## src/vsbdf_pkg.sv

```systemverilog
package vsbdf_pkg;

  localparam int HIST_DEPTH = 3;
  localparam int NUM_COEF   = 7;
  localparam int COEF_W     = 32;
  localparam int STEP_W     = 32;
  localparam int OPW        = 35;   // widest operand: 2a+2b+c
  localparam int ACC_W      = 140;  // product << 33 plus headroom
  localparam int CNT_W      = 6;

  localparam logic [1:0]        MAX_ORDER_RST = 2'd3;
  localparam logic [STEP_W-1:0] INIT_STEP_RST = 32'h0001_0000;
  localparam logic [COEF_W-1:0] ONE_Q24       = 32'h0100_0000;
  localparam logic [COEF_W-1:0] MINUS_ONE_Q24 = 32'hFF00_0000;
  localparam logic [COEF_W-1:0] COEF_MAX      = 32'h7FFF_FFFF;
  localparam logic [COEF_W-1:0] COEF_MIN      = 32'h8000_0000;

  typedef enum logic {
    CFG_MAX_ORDER = 1'b0,
    CFG_INIT_STEP = 1'b1
  } cfg_idx_t;

  typedef enum logic [2:0] {
    OP_ONE, OP_A, OP_B, OP_C, OP_S1, OP_S2, OP_S3, OP_S13
  } opnd_t;

  typedef struct packed {
    logic  zero;
    opnd_t nx;
    opnd_t ny;
    opnd_t nz;
    opnd_t dx;
    opnd_t dy;
    opnd_t dz;
    logic  add_den;
    logic  neg;
  } coef_spec_t;

  typedef struct packed {
    logic              done;
    logic              sat;
    logic [COEF_W-1:0] value;
  } coef_res_t;

  function automatic coef_spec_t mk(logic z, opnd_t nx, opnd_t ny, opnd_t nz,
                                    opnd_t dx, opnd_t dy, opnd_t dz,
                                    logic ad, logic ng);
    coef_spec_t s;
    s.zero = z; s.nx = nx; s.ny = ny; s.nz = nz;
    s.dx = dx; s.dy = dy; s.dz = dz; s.add_den = ad; s.neg = ng;
    return s;
  endfunction

  // num = (add_den ? den : 0) + nx*ny*nz, den = dx*dy*dz
  function automatic coef_spec_t coef_spec(logic ord3, logic [2:0] k);
    coef_spec_t s;
    s = mk(1'b1, OP_ONE, OP_ONE, OP_ONE, OP_ONE, OP_ONE, OP_ONE, 1'b0, 1'b0);
    if (!ord3) begin
      case (k)
        3'd0: s = mk(1'b0, OP_A, OP_ONE, OP_ONE, OP_S1, OP_ONE, OP_ONE, 1'b1, 1'b0);
        3'd1: s = mk(1'b0, OP_S1, OP_ONE, OP_ONE, OP_B, OP_ONE, OP_ONE, 1'b0, 1'b1);
        3'd2: s = mk(1'b0, OP_A, OP_A, OP_ONE, OP_B, OP_S1, OP_ONE, 1'b0, 1'b0);
        3'd4: s = mk(1'b0, OP_S1, OP_ONE, OP_ONE, OP_B, OP_ONE, OP_ONE, 1'b0, 1'b0);
        3'd5: s = mk(1'b0, OP_A, OP_ONE, OP_ONE, OP_B, OP_ONE, OP_ONE, 1'b0, 1'b1);
        default: ;
      endcase
    end else begin
      case (k)
        3'd0: s = mk(1'b0, OP_A, OP_S13, OP_ONE, OP_S1, OP_S3, OP_ONE, 1'b1, 1'b0);
        3'd1: s = mk(1'b0, OP_S1, OP_S3, OP_ONE, OP_B, OP_S2, OP_ONE, 1'b0, 1'b1);
        3'd2: s = mk(1'b0, OP_A, OP_A, OP_S3, OP_B, OP_C, OP_S1, 1'b0, 1'b0);
        3'd3: s = mk(1'b0, OP_A, OP_A, OP_S1, OP_C, OP_S2, OP_S3, 1'b0, 1'b1);
        3'd4: s = mk(1'b0, OP_S1, OP_S3, OP_ONE, OP_B, OP_S2, OP_ONE, 1'b0, 1'b0);
        3'd5: s = mk(1'b0, OP_A, OP_S3, OP_ONE, OP_B, OP_C, OP_ONE, 1'b0, 1'b1);
        3'd6: s = mk(1'b0, OP_A, OP_S1, OP_ONE, OP_C, OP_S2, OP_ONE, 1'b0, 1'b0);
        default: ;
      endcase
    end
    return s;
  endfunction

endpackage

```

## src/variable_step_bdf_ext_coefficients.sv

```systemverilog
// Variable-step BDF and extrapolation coefficient generator. Each accepted
// beat carries a step index and a Q16.16 step size; the block picks the order
// min(step_index+1, max_order), works out bdf_c0..3 and ext_c1..3 as rounded,
// saturated Q8.24 values from the last three step sizes, shifts the new step
// size into the history as the beat is accepted, and returns one result beat.
// One shared 140-bit add/subtract unit does all the work: each nonzero
// coefficient is two shift-add triple products (den, then num) plus a
// restoring division. The input is stalled while a step is in work; a
// finished result waits in the output register while the next beat can
// already be taken. Writing initial_step_size also reloads history[0].
module variable_step_bdf_ext_coefficients import vsbdf_pkg::*; (
  input  logic                     clk,
  input  logic                     rst_n,
  input  logic                     cfg_we,
  input  logic                     cfg_index,
  input  logic [STEP_W-1:0]        cfg_wdata,
  input  logic                     in_valid,
  output logic                     in_stall,
  input  logic [15:0]              in_step_index,
  input  logic [STEP_W-1:0]        in_step_size,
  output logic                     out_valid,
  input  logic                     out_stall,
  output logic signed [COEF_W-1:0] out_bdf_c0,
  output logic signed [COEF_W-1:0] out_bdf_c1,
  output logic signed [COEF_W-1:0] out_bdf_c2,
  output logic signed [COEF_W-1:0] out_bdf_c3,
  output logic signed [COEF_W-1:0] out_ext_c1,
  output logic signed [COEF_W-1:0] out_ext_c2,
  output logic signed [COEF_W-1:0] out_ext_c3,
  output logic [1:0]               out_order_used,
  output logic                     out_divide_error
);
  typedef enum logic [1:0] {S_IDLE, S_ISSUE, S_WAIT_UNIT, S_DONE} state_t;

  state_t            state_r;
  logic [1:0]        max_order_r;
  logic [STEP_W-1:0] hist_r [HIST_DEPTH];
  logic [STEP_W-1:0] a_r, b_r, c_r;
  logic [COEF_W-1:0] held_r [NUM_COEF];
  logic [COEF_W-1:0] nc_r   [NUM_COEF];
  logic [2:0]        k_r;
  logic              ord3_r, apply_r, err_r, out_valid_r, out_err_r, start_r;
  logic [1:0]        ord_r, out_ord_r;

  logic              in_acc;
  logic [1:0]        mo;
  logic [16:0]       step_p1;
  logic [1:0]        ord;
  logic              br1, br2, br3, zdiv;
  coef_spec_t        spec;
  coef_res_t         ures;
  logic              out_free;

  assign in_stall = (state_r != S_IDLE);
  assign in_acc   = in_valid && !in_stall;
  assign out_free = !out_valid_r || !out_stall;

  // order selection; a max order of zero acts as one
  always_comb begin
    mo      = (max_order_r == 2'd0) ? 2'd1 : max_order_r;
    step_p1 = {1'b0, in_step_index} + 17'd1;
    ord     = (step_p1 < {15'd0, mo}) ? step_p1[1:0] : mo;
    br1     = (in_step_index == 16'd0) && (ord == 2'd1);
    br2     = (in_step_index >= 16'd1) && (ord == 2'd2);
    br3     = (in_step_index >= 16'd2) && (ord == 2'd3);
    zdiv    = (br2 && hist_r[1] == '0) ||
              (br3 && (hist_r[1] == '0 || hist_r[2] == '0));
  end

  assign spec = coef_spec(ord3_r, k_r);

  vsbdf_coef_unit u_unit (
    .clk    (clk),
    .rst_n  (rst_n),
    .start  (start_r),
    .spec   (spec),
    .hist_a (a_r),
    .hist_b (b_r),
    .hist_c (c_r),
    .res    (ures)
  );

  always_ff @(posedge clk) begin
    if (!rst_n) begin
      state_r     <= S_IDLE;
      max_order_r <= MAX_ORDER_RST;
      hist_r[0]   <= INIT_STEP_RST;
      for (int i = 1; i < HIST_DEPTH; i++) hist_r[i] <= '0;
      for (int i = 0; i < NUM_COEF; i++) held_r[i] <= '0;
      out_valid_r <= 1'b0;
      start_r     <= 1'b0;
    end else begin
      start_r <= 1'b0;
      // drop the result once taken, unless a new one replaces it this edge
      if (out_valid_r && !out_stall && state_r != S_DONE) out_valid_r <= 1'b0;

      // configuration must arrive only while idle; the block does not enforce this
      if (cfg_we) begin
        unique case (cfg_idx_t'(cfg_index))
          CFG_MAX_ORDER: max_order_r <= cfg_wdata[1:0];
          CFG_INIT_STEP: hist_r[0]   <= cfg_wdata;
          default: ;
        endcase
      end

      unique case (state_r)
        S_IDLE: if (in_acc) begin
          // latch operands, shift history right away
          a_r    <= hist_r[0];
          b_r    <= hist_r[1];
          c_r    <= hist_r[2];
          for (int i = 1; i < HIST_DEPTH; i++) hist_r[i] <= hist_r[i-1];
          hist_r[0] <= in_step_size;
          ord_r  <= ord;
          ord3_r <= br3;
          k_r    <= '0;
          err_r  <= zdiv;
          if (br1) begin
            nc_r[0] <= ONE_Q24;
            nc_r[1] <= MINUS_ONE_Q24;
            nc_r[2] <= '0;
            nc_r[3] <= '0;
            nc_r[4] <= ONE_Q24;
            nc_r[5] <= '0;
            nc_r[6] <= '0;
          end
          apply_r <= br1 || ((br2 || br3) && !zdiv);
          state_r <= ((br2 || br3) && !zdiv) ? S_ISSUE : S_DONE;
        end
        S_ISSUE: begin
          if (spec.zero) begin
            nc_r[k_r] <= '0;
            k_r       <= k_r + 1'b1;
            state_r   <= (k_r == 3'(NUM_COEF - 1)) ? S_DONE : S_ISSUE;
          end else begin
            start_r <= 1'b1;
            state_r <= S_WAIT_UNIT;
          end
        end
        S_WAIT_UNIT: if (ures.done) begin
          nc_r[k_r] <= ures.value;
          err_r     <= err_r | ures.sat;
          k_r       <= k_r + 1'b1;
          state_r   <= (k_r == 3'(NUM_COEF - 1)) ? S_DONE : S_ISSUE;
        end
        S_DONE: if (out_free) begin
          // hold coefficients unless this step produced a new set
          if (apply_r) for (int i = 0; i < NUM_COEF; i++) held_r[i] <= nc_r[i];
          out_ord_r   <= ord_r;
          out_err_r   <= err_r;
          out_valid_r <= 1'b1;
          state_r     <= S_IDLE;
        end
        default: state_r <= S_IDLE;
      endcase
    end
  end

  assign out_valid        = out_valid_r;
  assign out_bdf_c0       = $signed(held_r[0]);
  assign out_bdf_c1       = $signed(held_r[1]);
  assign out_bdf_c2       = $signed(held_r[2]);
  assign out_bdf_c3       = $signed(held_r[3]);
  assign out_ext_c1       = $signed(held_r[4]);
  assign out_ext_c2       = $signed(held_r[5]);
  assign out_ext_c3       = $signed(held_r[6]);
  assign out_order_used   = out_ord_r;
  assign out_divide_error = out_err_r;

`ifndef SYNTH
  a_order_nonzero: assert property (@(posedge clk) disable iff (!rst_n)
    out_valid |-> out_order_used != 2'd0)
    else $error("order_used zero on a result beat");

  a_unit_done_expected: assert property (@(posedge clk) disable iff (!rst_n)
    ures.done |-> state_r == S_WAIT_UNIT)
    else $error("coefficient unit finished while not awaited");

  a_accept_leaves_idle: assert property (@(posedge clk) disable iff (!rst_n)
    in_acc |=> state_r != S_IDLE)
    else $error("accepted beat did not start work");
`endif
endmodule

```

## src/vsbdf_alu.sv

```systemverilog
module vsbdf_alu import vsbdf_pkg::*; (
  input  logic [ACC_W-1:0] op_a,
  input  logic [ACC_W-1:0] op_b,
  input  logic             sub,
  output logic [ACC_W-1:0] res,
  output logic             carry
);
  logic [ACC_W:0] sum;

  assign sum   = {1'b0, op_a} + {1'b0, (sub ? ~op_b : op_b)} + {{ACC_W{1'b0}}, sub};
  assign res   = sum[ACC_W-1:0];
  assign carry = sum[ACC_W];   // on subtract: op_a >= op_b
endmodule

```

## src/vsbdf_coef_unit.sv

```systemverilog
module vsbdf_coef_unit import vsbdf_pkg::*; (
  input  logic              clk,
  input  logic              rst_n,
  input  logic              start,
  input  coef_spec_t        spec,
  input  logic [STEP_W-1:0] hist_a,
  input  logic [STEP_W-1:0] hist_b,
  input  logic [STEP_W-1:0] hist_c,
  output coef_res_t         res
);
  typedef enum logic [3:0] {
    U_IDLE, U_LOAD, U_MUL1, U_MID, U_MUL2, U_NEXT, U_PREP, U_SAT, U_DIV, U_FIN
  } ustate_t;

  ustate_t           state_r;
  coef_spec_t        spec_r;
  logic              num_ph_r, ovf_r, done_r, sat_r;
  logic [ACC_W-1:0]  acc_r, mcand_r, den_r, rem_r, dsr_r;
  logic [OPW-1:0]    mplier_r;
  logic [COEF_W-1:0] q_r, value_r;
  logic [CNT_W-1:0]  cnt_r;

  logic [ACC_W-1:0]  alu_a, alu_b, alu_res;
  logic              alu_sub, alu_carry;

  function automatic logic [OPW-1:0] opnd_val(opnd_t o, logic [STEP_W-1:0] a,
                                              logic [STEP_W-1:0] b,
                                              logic [STEP_W-1:0] c);
    logic [OPW-1:0] ea, eb, ec;
    ea = {{(OPW-STEP_W){1'b0}}, a};
    eb = {{(OPW-STEP_W){1'b0}}, b};
    ec = {{(OPW-STEP_W){1'b0}}, c};
    case (o)
      OP_A:    return ea;
      OP_B:    return eb;
      OP_C:    return ec;
      OP_S1:   return ea + eb;
      OP_S2:   return eb + ec;
      OP_S3:   return ea + eb + ec;
      OP_S13:  return (ea << 1) + (eb << 1) + ec;
      default: return {{(OPW-1){1'b0}}, 1'b1};
    endcase
  endfunction

  always_comb begin
    alu_a   = acc_r;
    alu_b   = mcand_r;
    alu_sub = 1'b0;
    unique case (state_r)
      U_PREP: begin
        alu_a = acc_r << 25;
        alu_b = den_r;
      end
      U_SAT, U_DIV: begin
        alu_a   = rem_r;
        alu_b   = dsr_r;
        alu_sub = 1'b1;
      end
      default: ;
    endcase
  end

  vsbdf_alu u_alu (
    .op_a  (alu_a),
    .op_b  (alu_b),
    .sub   (alu_sub),
    .res   (alu_res),
    .carry (alu_carry)
  );

  always_ff @(posedge clk) begin
    if (!rst_n) begin
      state_r <= U_IDLE;
      done_r  <= 1'b0;
    end else begin
      done_r <= 1'b0;
      unique case (state_r)
        U_IDLE: if (start) begin
          spec_r   <= spec;
          num_ph_r <= 1'b0;
          state_r  <= U_LOAD;
        end
        U_LOAD: begin
          mcand_r  <= {{(ACC_W-OPW){1'b0}},
                       opnd_val(num_ph_r ? spec_r.nx : spec_r.dx, hist_a, hist_b, hist_c)};
          mplier_r <= opnd_val(num_ph_r ? spec_r.ny : spec_r.dy, hist_a, hist_b, hist_c);
          acc_r    <= '0;
          cnt_r    <= CNT_W'(OPW - 1);
          state_r  <= U_MUL1;
        end
        U_MUL1, U_MUL2: begin
          if (mplier_r[0]) acc_r <= alu_res;
          mcand_r  <= mcand_r << 1;
          mplier_r <= mplier_r >> 1;
          cnt_r    <= cnt_r - 1'b1;
          if (cnt_r == '0) state_r <= (state_r == U_MUL1) ? U_MID : U_NEXT;
        end
        U_MID: begin
          mcand_r  <= acc_r;
          mplier_r <= opnd_val(num_ph_r ? spec_r.nz : spec_r.dz, hist_a, hist_b, hist_c);
          acc_r    <= (num_ph_r && spec_r.add_den) ? den_r : '0;
          cnt_r    <= CNT_W'(OPW - 1);
          state_r  <= U_MUL2;
        end
        U_NEXT: begin
          if (!num_ph_r) begin
            den_r    <= acc_r;
            num_ph_r <= 1'b1;
            state_r  <= U_LOAD;
          end else begin
            state_r <= U_PREP;
          end
        end
        U_PREP: begin
          // rem = num*2^25 + den, compare against 2*den*2^32 first
          rem_r   <= alu_res;
          dsr_r   <= den_r << 33;
          state_r <= U_SAT;
        end
        U_SAT: begin
          ovf_r <= alu_carry;
          q_r   <= '0;
          dsr_r <= dsr_r >> 1;
          cnt_r <= CNT_W'(COEF_W - 1);
          state_r <= alu_carry ? U_FIN : U_DIV;
        end
        U_DIV: begin
          if (alu_carry) rem_r <= alu_res;
          q_r   <= {q_r[COEF_W-2:0], alu_carry};
          dsr_r <= dsr_r >> 1;
          cnt_r <= cnt_r - 1'b1;
          if (cnt_r == '0) state_r <= U_FIN;
        end
        U_FIN: begin
          if (ovf_r) begin
            sat_r   <= 1'b1;
            value_r <= spec_r.neg ? COEF_MIN : COEF_MAX;
          end else if (!spec_r.neg) begin
            sat_r   <= q_r > COEF_MAX;
            value_r <= (q_r > COEF_MAX) ? COEF_MAX : q_r;
          end else begin
            sat_r   <= q_r > COEF_MIN;
            value_r <= (q_r > COEF_MIN) ? COEF_MIN : (~q_r + 1'b1);
          end
          done_r  <= 1'b1;
          state_r <= U_IDLE;
        end
        default: state_r <= U_IDLE;
      endcase
    end
  end

  assign res.done  = done_r;
  assign res.sat   = sat_r;
  assign res.value = value_r;
endmodule

```

## config.mk

```make
export PLATFORM = sky130hd
export DESIGN_NAME = variable_step_bdf_ext_coefficients
export DESIGN_NICKNAME = d
export VERILOG_FILES = /design/src/vsbdf_pkg.sv /design/src/variable_step_bdf_ext_coefficients.sv /design/src/vsbdf_alu.sv /design/src/vsbdf_coef_unit.sv
export SDC_FILE = /design/constraint.sdc
export NUM_CORES = 2
export LEC_CHECK = 0
export BUFFER_PORTS_ARGS = -buffer_cell sky130_fd_sc_hd__clkbuf_2
export CORE_UTILIZATION = 51
export CTS_BUF_LIST = sky130_fd_sc_hd__clkbuf_2 sky130_fd_sc_hd__clkbuf_4 sky130_fd_sc_hd__clkbuf_8
export CTS_CLUSTER_DIAMETER = 100
export CTS_CLUSTER_SIZE = 14
export DETAILED_ROUTE_END_ITERATION = 12
export GPL_TIMING_DRIVEN = 1
export PLACE_DENSITY = 0.7
export SYNTH_ARGS = -nofsm -noshare
export SYNTH_HDL_FRONTEND = slang
export SYNTH_HIERARCHICAL = 1
export SYNTH_SLANG_ARGS = --single-unit
```

## constraint.sdc

```tcl
create_clock -name clk -period 25.2 [get_ports clk]
set_input_delay 2.52 -clock clk [delete_from_list [all_inputs] [get_ports clk]]
set_output_delay 2.52 -clock clk [all_outputs]
set_load 0.05 [all_outputs]
```

* Yosys cells after proc, flatten, opt, wreduce, memory -nomap -nowiden
Memories as Yosys holds them, arrays and structs flattened.
Cells that the tools add are included.
W data, S select, Z words.
** Word-level totals
- Flip-flop bits (word level) :: 946
- Memory bits (writable) :: 544
- Input bits :: 86
- Output and inout bits :: 229
- Logic and storage cells :: 285
- Memories :: 3
** Memory list
- held_r :: depth 7, width 32, read ports 7, clocked after Yosys merged registers in 0, write ports 7, line variable_step_bdf_ext_coefficients.sv:39 : logic [COEF_W-1:0] held_r [NUM_COEF];
- nc_r :: depth 7, width 32, read ports 7, clocked after Yosys merged registers in 0, write ports 7, line variable_step_bdf_ext_coefficients.sv:40 : logic [COEF_W-1:0] nc_r [NUM_COEF];
- hist_r :: depth 3, width 32, read ports 3, clocked after Yosys merged registers in 0, write ports 3, line variable_step_bdf_ext_coefficients.sv:37 : logic [STEP_W-1:0] hist_r [HIST_DEPTH];
** Cells by class
- Add/sub/neg operators :: 11
- Order comparisons :: 5
- Equal/unequal tests :: 52
- Mux-type cells :: 101
- Bitwise logic cells :: 17
- Reduce and logical (&&, ||, !) cells :: 60
** Operator list (count)
- $pmux W140 S2 :: 4
- $pmux W140 S3 :: 2
- $pmux W35 S7 :: 3
- $mux W32 :: 18
- $mux W140 :: 4
- $pmux W21 S7 :: 1
- $add A140 B140 Y141 :: 1
- $add A141 B1 Y141 :: 1
- $not A140 Y140 :: 1
- $pmux W21 S5 :: 1
- $pmux W35 S3 :: 1
- $add A35 B32 Y35 :: 2
- $add A32 B32 Y33 :: 2
- $logic_not A32 Y1 :: 2
- $pmux W32 S2 :: 1
- $eq A3 B3 Y1 const B :: 15
- $mux W1 :: 39
- $add A33 B33 Y34 :: 1
- $add A32 B1 Y32 const B :: 1
- $gt A32 B31 Y1 const B :: 1
- $gt A32 B32 Y1 const B :: 1
- $not A32 Y32 :: 1
- $pmux W4 S8 :: 1
- $reduce_or A32 Y1 :: 1
- 42 further kinds :: 141

* Logic depth before layout (Yosys ltp)
- Depth in word-level cells :: 13
- Depth in mapped cells :: 30
- Mapped depth without buffers :: 24

* Hierarchy
The synthesis kept the hierarchy.
** Modules (own cells, without submodules)
- vsbdf_coef_unit :: instances 1, cells each 4707, area each 49289.8 µm², seq. area each 24963.9 µm²
- variable_step_bdf_ext_coefficients :: instances 1, cells each 1573, area each 24472.2 µm², seq. area each 19348.6 µm²
- vsbdf_alu :: instances 1, cells each 1603, area each 10630.2 µm², seq. area each 0.0 µm²

* Worst setup path before layout
No wires, ideal clock.
- Kind :: input -> register
- Start :: input rst_n
- End :: register u_unit.acc_r[0] (enable)
- Library setup time :: 0.853 ns
- Arrival :: 25.235 ns
- Data required time :: 24.347 ns
- Path slack :: -0.888 ns
- Stages :: 3
- Path buffers :: 0
- Path through :: nand2b_1 > nor3_1 > a21boi_0
** On the way
- Word-level cells in the longest chain between the ends :: 1
** Ends and longest elaborated chain
- start: declaration :: line variable_step_bdf_ext_coefficients.sv:13 : input logic rst_n,
- $reduce_and A3 Y1 (no source line)
- end signal: assignment :: line vsbdf_coef_unit.sv:92 : if (mplier_r[0]) acc_r <= alu_res;
- end signal: assignment :: line vsbdf_coef_unit.sv:101 : acc_r <= (num_ph_r && spec_r.add_den) ? den_r : '0;
- end: declaration :: line vsbdf_coef_unit.sv:18 : logic [ACC_W-1:0] acc_r, mcand_r, den_r, rem_r, dsr_r;
No other way between the ends.
A chain may end at the register's enable or synchronous reset.

* Worst setup path after layout
- Start :: register u_unit.state_r[3]
- End :: register u_unit.rem_r[107] (enable)
** On the way
- Word-level cells in the longest chain between the ends :: 9
- Elaborated cells on any way between the ends :: 14
- Classes of those cells :: add/sub: 2; eq/ne: 4; mux: 4; bitwise: 1; reduce/logical: 3
** Ends and longest elaborated chain
- start: declaration :: line vsbdf_coef_unit.sv:15 : ustate_t state_r;
- start signal: assignment :: line vsbdf_coef_unit.sv:96 : if (cnt_r == '0) state_r <= (state_r == U_MUL1) ? U_MID : U_NEXT;
- start signal: assignment :: line vsbdf_coef_unit.sv:125 : state_r <= alu_carry ? U_FIN : U_DIV;
- $eq A4 B3 Y1 / $eq A4 B4 Y1 (equally long branches) :: line vsbdf_coef_unit.sv:49 : unique case (state_r)
- $reduce_or A2 Y1 :: line vsbdf_coef_unit.sv:49
- $pmux W140 S2 * :: line vsbdf_coef_unit.sv:49
- net u_unit.alu_b[22] :: line vsbdf_coef_unit.sv:23 : logic [ACC_W-1:0] alu_a, alu_b, alu_res;
- $not A140 Y140 :: line vsbdf_alu.sv:10 : assign sum = {1'b0, op_a} + {1'b0, (sub ? ~op_b : op_b)} + {{ACC_W{1'b0}}, sub};
- $mux W140 * :: line vsbdf_alu.sv:10
- $add A140 B140 Y141 * :: line vsbdf_alu.sv:10
- $add A141 B1 Y141 * :: line vsbdf_alu.sv:10
- net u_unit.alu_carry :: line vsbdf_coef_unit.sv:24 : logic alu_sub, alu_carry;
- $ne A2 B2 Y1 (no source line) *
- $reduce_and A3 Y1 (no source line) *
- end signal: assignment :: line vsbdf_coef_unit.sv:116 : rem_r <= alu_res;
- end signal: assignment :: line vsbdf_coef_unit.sv:128 : if (alu_carry) rem_r <= alu_res;
- end: declaration :: line vsbdf_coef_unit.sv:18
Mark *: on every way through the listed nets, which the timed path passes. The rest lies on a longest branch.

==> summary.md <==
| Metric | Value |
|---|---|
| Worst-path fanout max | around 180 |
| Global-route wire length before repair | 427,500 µm |
| Portion of total power attributed to combinational logic | 0.414 |
| Max-cap violations | 1 |
| Synth-to-Final Area Change | 6.765% |
| Clock slew at the register clock pins of the worst setup and hold paths | ~120 ps |
| Number of distinct library cells after synthesis | approximately 110 |
| Total internal power | about 4800 µW |
| Die span in y | just over 400 µm |
| Switching pwr | ~3400 µW |
| Total Negative Setup Slacks | 0 ps |
| Power share of the sequential group | 0.417 |
| HPWL after DPL | between 200,000 and 250,000 µm |
| Top-level port count | about 320 |
| Clock Sink Count | 1,490 |
| Hold Buf Count CTS | 0 |
| Util after Layout | 0.5510 |
| Total non-filler cell area in the finished layout | around 90,000 µm² |
| TritonCTS clock tree | built |
| Clk root buf | clkbuf_8 |
| Final setup margin | ~15,000 ps |
| Layout net count | around 8.3k |
| # DRC | 0 |
| Commonest register cell after synthesis | edfxtp_1 |
| Worst endpoint required time | around 26,000 ps |
| Crit path kind | register to register |
| Number of enable flip-flop cells after synthesis | between 1k and 1.5k |
| Combinational family with the most area after synthesis | compound AO/OA/AOI/OAI gates |
| Number of iterations in the first detailed-routing pass | 10 |
| Synthesized cell area | 84,390 µm² |
| Fraction of post-synthesis cell area in the top cell type by area | 0.5149 |
| Inserted Clock Buffers | 118 |
| Overall routed net length | 293,600 µm |
| Sequential share of the synthesized area | 0.5251 |
| Pre-CTS setup slack | ~15,000 ps |
| Initial detailed-routing violation count | between 9k and 10k |
| Max-slew violations | 0 |
| Xor and xnor area share after synthesis | 0.03933 |
| Share of post-route cells with drive strength above 1 | 0.1046 |
| Slew at the pin closest to its max-slew limit | approximately 1500 ps |
| Portion of netlist area occupied by mux cells | 0.02712 |
| Synthesis-stage register bit count | 1,490 |
| Antenna violations before repair | 9 |
| Worst Setup Start Kind | register |
| Type of the tightest min-delay check | register to register |
| Post-synthesis cell count | roughly 7.9k |
| Total number of H-tree levels | 3 |
| Library cell occupying the most area in the post-synthesis netlist | edfxtp_1 |
| Number of global-route vias before repair | approximately 64k |
| Post-CTS setup buffers | 0 |
| Floorplan Core Area | approximately 160,000 µm² |
| Average routed wire per standard cell | between 20 and 30 µm |
| Buffer levels on the longest clock path | 3 |
| Largest net degree at the start of global routing | ~180 |
| Result of the run | finished with violations |
| Power density relative to cell area | ~90 nW/µm² |
| Compound-Gate Fraction of Synth Area | 0.1856 |
| Post-synthesis share of cell area spent on and, or, nand and nor gates | 0.1412 |
| Mean cell area of the mapped netlist | roughly 11 µm² |
| Relative slew slack | 0.01654 |
| Maximum vdd ir drop | between 0.1 and 0.15 mV |
| Post-cts resize count | 0 |
| Ratio of final minimum period to clock period | 0.4198 |
| Switching power share of the total | 0.4144 |
| Overall overflow remaining after global route | 0 |
| Biggest area contributors in the synthesized netlist | edfxtp_1 (51%), nand2_1 (4.9%), ha_1 (4.3%) |
| Setup repair after global routing missed its margin | false |
| Post-place instance area | 87,850 µm² |
| Number of input and output port buffers inserted | ~310 |
| Yosys warning total | 6 |
| Post-DR vias/cell | approximately 6.7 |
| Fraction of the mapped netlist area in adder cells | 0.05139 |
| Routability Congestion | approximately 1.0 |
| Max Freq | between 90 and 100 MHz |
| Final worst path period need | about 11,000 ps |
| Static Leak | about 0.034 µW |
| Routed vias | around 68k |
| Die width | between 400 and 500 µm |
| Starting utilization of the core area | 0.5161 |
| Data arrival, critical path | roughly 11,000 ps |
| Number of placement rows | ~150 |
| Area of the die | ~170,000 µm² |
| Total of endpoints with negative setup slack in the final report | 0 |
| Final Hold Fails | 0 |
| Clock network fraction of design power | 0.169 |
| Number of nets with antenna violations after routing | 0 |
| Violations in the final reports | max-capacitance violations |
| Fraction of registers with async set or reset after synthesis | 0 |
| Kind of end point of the critical path | register |
| Power after layout | about 8100 µW |
| Worst clock skew | a little over 70 ps |
| Filler cell count in the final layout | ~14k |
| Clock latency on the worst-skew pair | ~960 ps |
| Overall global routing resource usage | 0.3409 |
[cells by family (layout without fill, tap and decap cells)]
family          Yosys count  count (layout)
fa+ha+maj               325             325
buf+inv                 653             752
xor+xnor                379             379
mux                     211             211
flops                  1490            1490
other cells               1               9
simple gates           2558            2558
compound gates         2266            2266
[final timing paths]
check                    startpoint                end  slack (ps)  depth (start not counted)
setup / recovery  u_unit/state_r[3]  u_unit/rem_r[107]       14620                         24
hold reg to reg       hist_r[0][10]            a_r[10]         420                          0
hold / removal        hist_r[0][10]            a_r[10]         420                          0
setup reg to reg  u_unit/state_r[3]  u_unit/rem_r[107]       14620                         24
[power by group through the flow]
stage,Clock [µW],Combinational (µW),Sequential (µW)
floorplan,0,2200,3390
global placement,0,3200,3430
detailed placement,0,3230,3430
CTS,1400,3250,3380
global route,1470,3560,3400
finish,1370,3360,3380
[cell usage after synthesis, drive strengths merged, types with 53 or more instances]
master and n:
edfxtp 1447, nand2 1099, a21oi 581, nor2 542, clkbuf 437, o21ai 324, ha 289, a22o 286
a22oi 272, and3 247, xor2 240, a21o 161, and2 152, inv 148, xnor2 139, mux2 121
nand4 113, nand3 96, mux2i 88, nor3 80, buf 68, a211oi 59, a221o 56, o21a 53
o21bai 53
[area by class of cell]
type | instances | area (µm²) | share of cell area
sequential | 1490 | 44310 | 0.4918
multi-input combinational | 5742 | 37820 | 0.4198
tap | 2175 | 2721 | 0.03020
timing repair buffer | 420 | 2442 | 0.02711
clock buffer | 171 | 2022 | 0.02244
inverter | 148 | 558.0 | 0.006193
clock inverter | 13 | 206.4 | 0.002291
antenna | 6 | 15.01 | 0.0001666
[routing by layer]
metal	routed length [µm]	part of all wire	global-route usage
met3	27800	0.095	0.06346
met1	114100	0.39	0.4501
met2	133000	0.45	0.5333
met5	43	0.00015	0
met4	18690	0.064	0.1814
[state kept, by name (all words and copies together), names as in the netlist, 3 cells and up]
signal           flops
u_unit/state_r       4
u_unit/mplier_r     35
hist_r              96
u_unit/dsr_r       140
a_r                 32
u_unit/spec_r       20
k_r                  3
u_unit/value_r      32
u_unit/den_r       140
u_unit/rem_r       140
u_unit/mcand_r     140
held_r             224
b_r                 32
nc_r               224
u_unit/cnt_r         6
u_unit/q_r          32
c_r                 32
u_unit/acc_r       140
[per-stage QoR]
stage	instances	hold WS [ps]
after global placement	9975	404.0
after floorplan	7885	400.3
final	10170	417.7
after global routing	10160	434.1
after CTS	10160	422.2
after detailed placement	9975	404.5
[cells in the final DEF (no fill, tap or decap), types with 42 or more instances in the layout]
cell type,Yosys,final
nor2_1,541,531
a221o_1,56,56
clkbuf_2,1,314
a21oi_1,578,575
edfxtp_1,1447,1447
mux2i_1,88,80
nand4_1,113,113
clkbuf_8,0,118
a21o_1,161,160
o21a_1,53,52
o21bai_1,53,53
ha_1,289,289
inv_1,147,146
and2_1,152,152
and3_1,247,245
xor2_1,240,240
nand2b_1,42,42
a211oi_1,58,58
nor3_1,79,74
a31oi_1,44,43
buf_4,5,100
xnor2_1,139,139
a221oi_1,43,43
clkbuf_4,0,53
nand2_1,1096,1093
dfxtp_1,43,43
o21ai_0,284,284
a22oi_1,272,272
nand3_1,95,94
a22o_1,286,286
mux2_2,121,121
[critical path: stages, from the launching register on]
cell       delay [ps]
dfxtp_1           960
nand2b_1          340
or2_2             310
nand2_4           250
nor2_4            200
buf_12            660
buf_4             820
a221o_1           290
xor2_1             80
ha_1              420
nand2_1           140
nor2_1            200
nand3_1           110
a211oi_1          550
o211ai_1          300
a2111oi_0         990
or3_1             460
a41o_4            320
a21oi_1           110
o21ai_1           230
nand2_1            90
o21ai_1           450
and3_1            280
o21a_4            520
buf_4             890
Power figures use the tool's default switching activity.
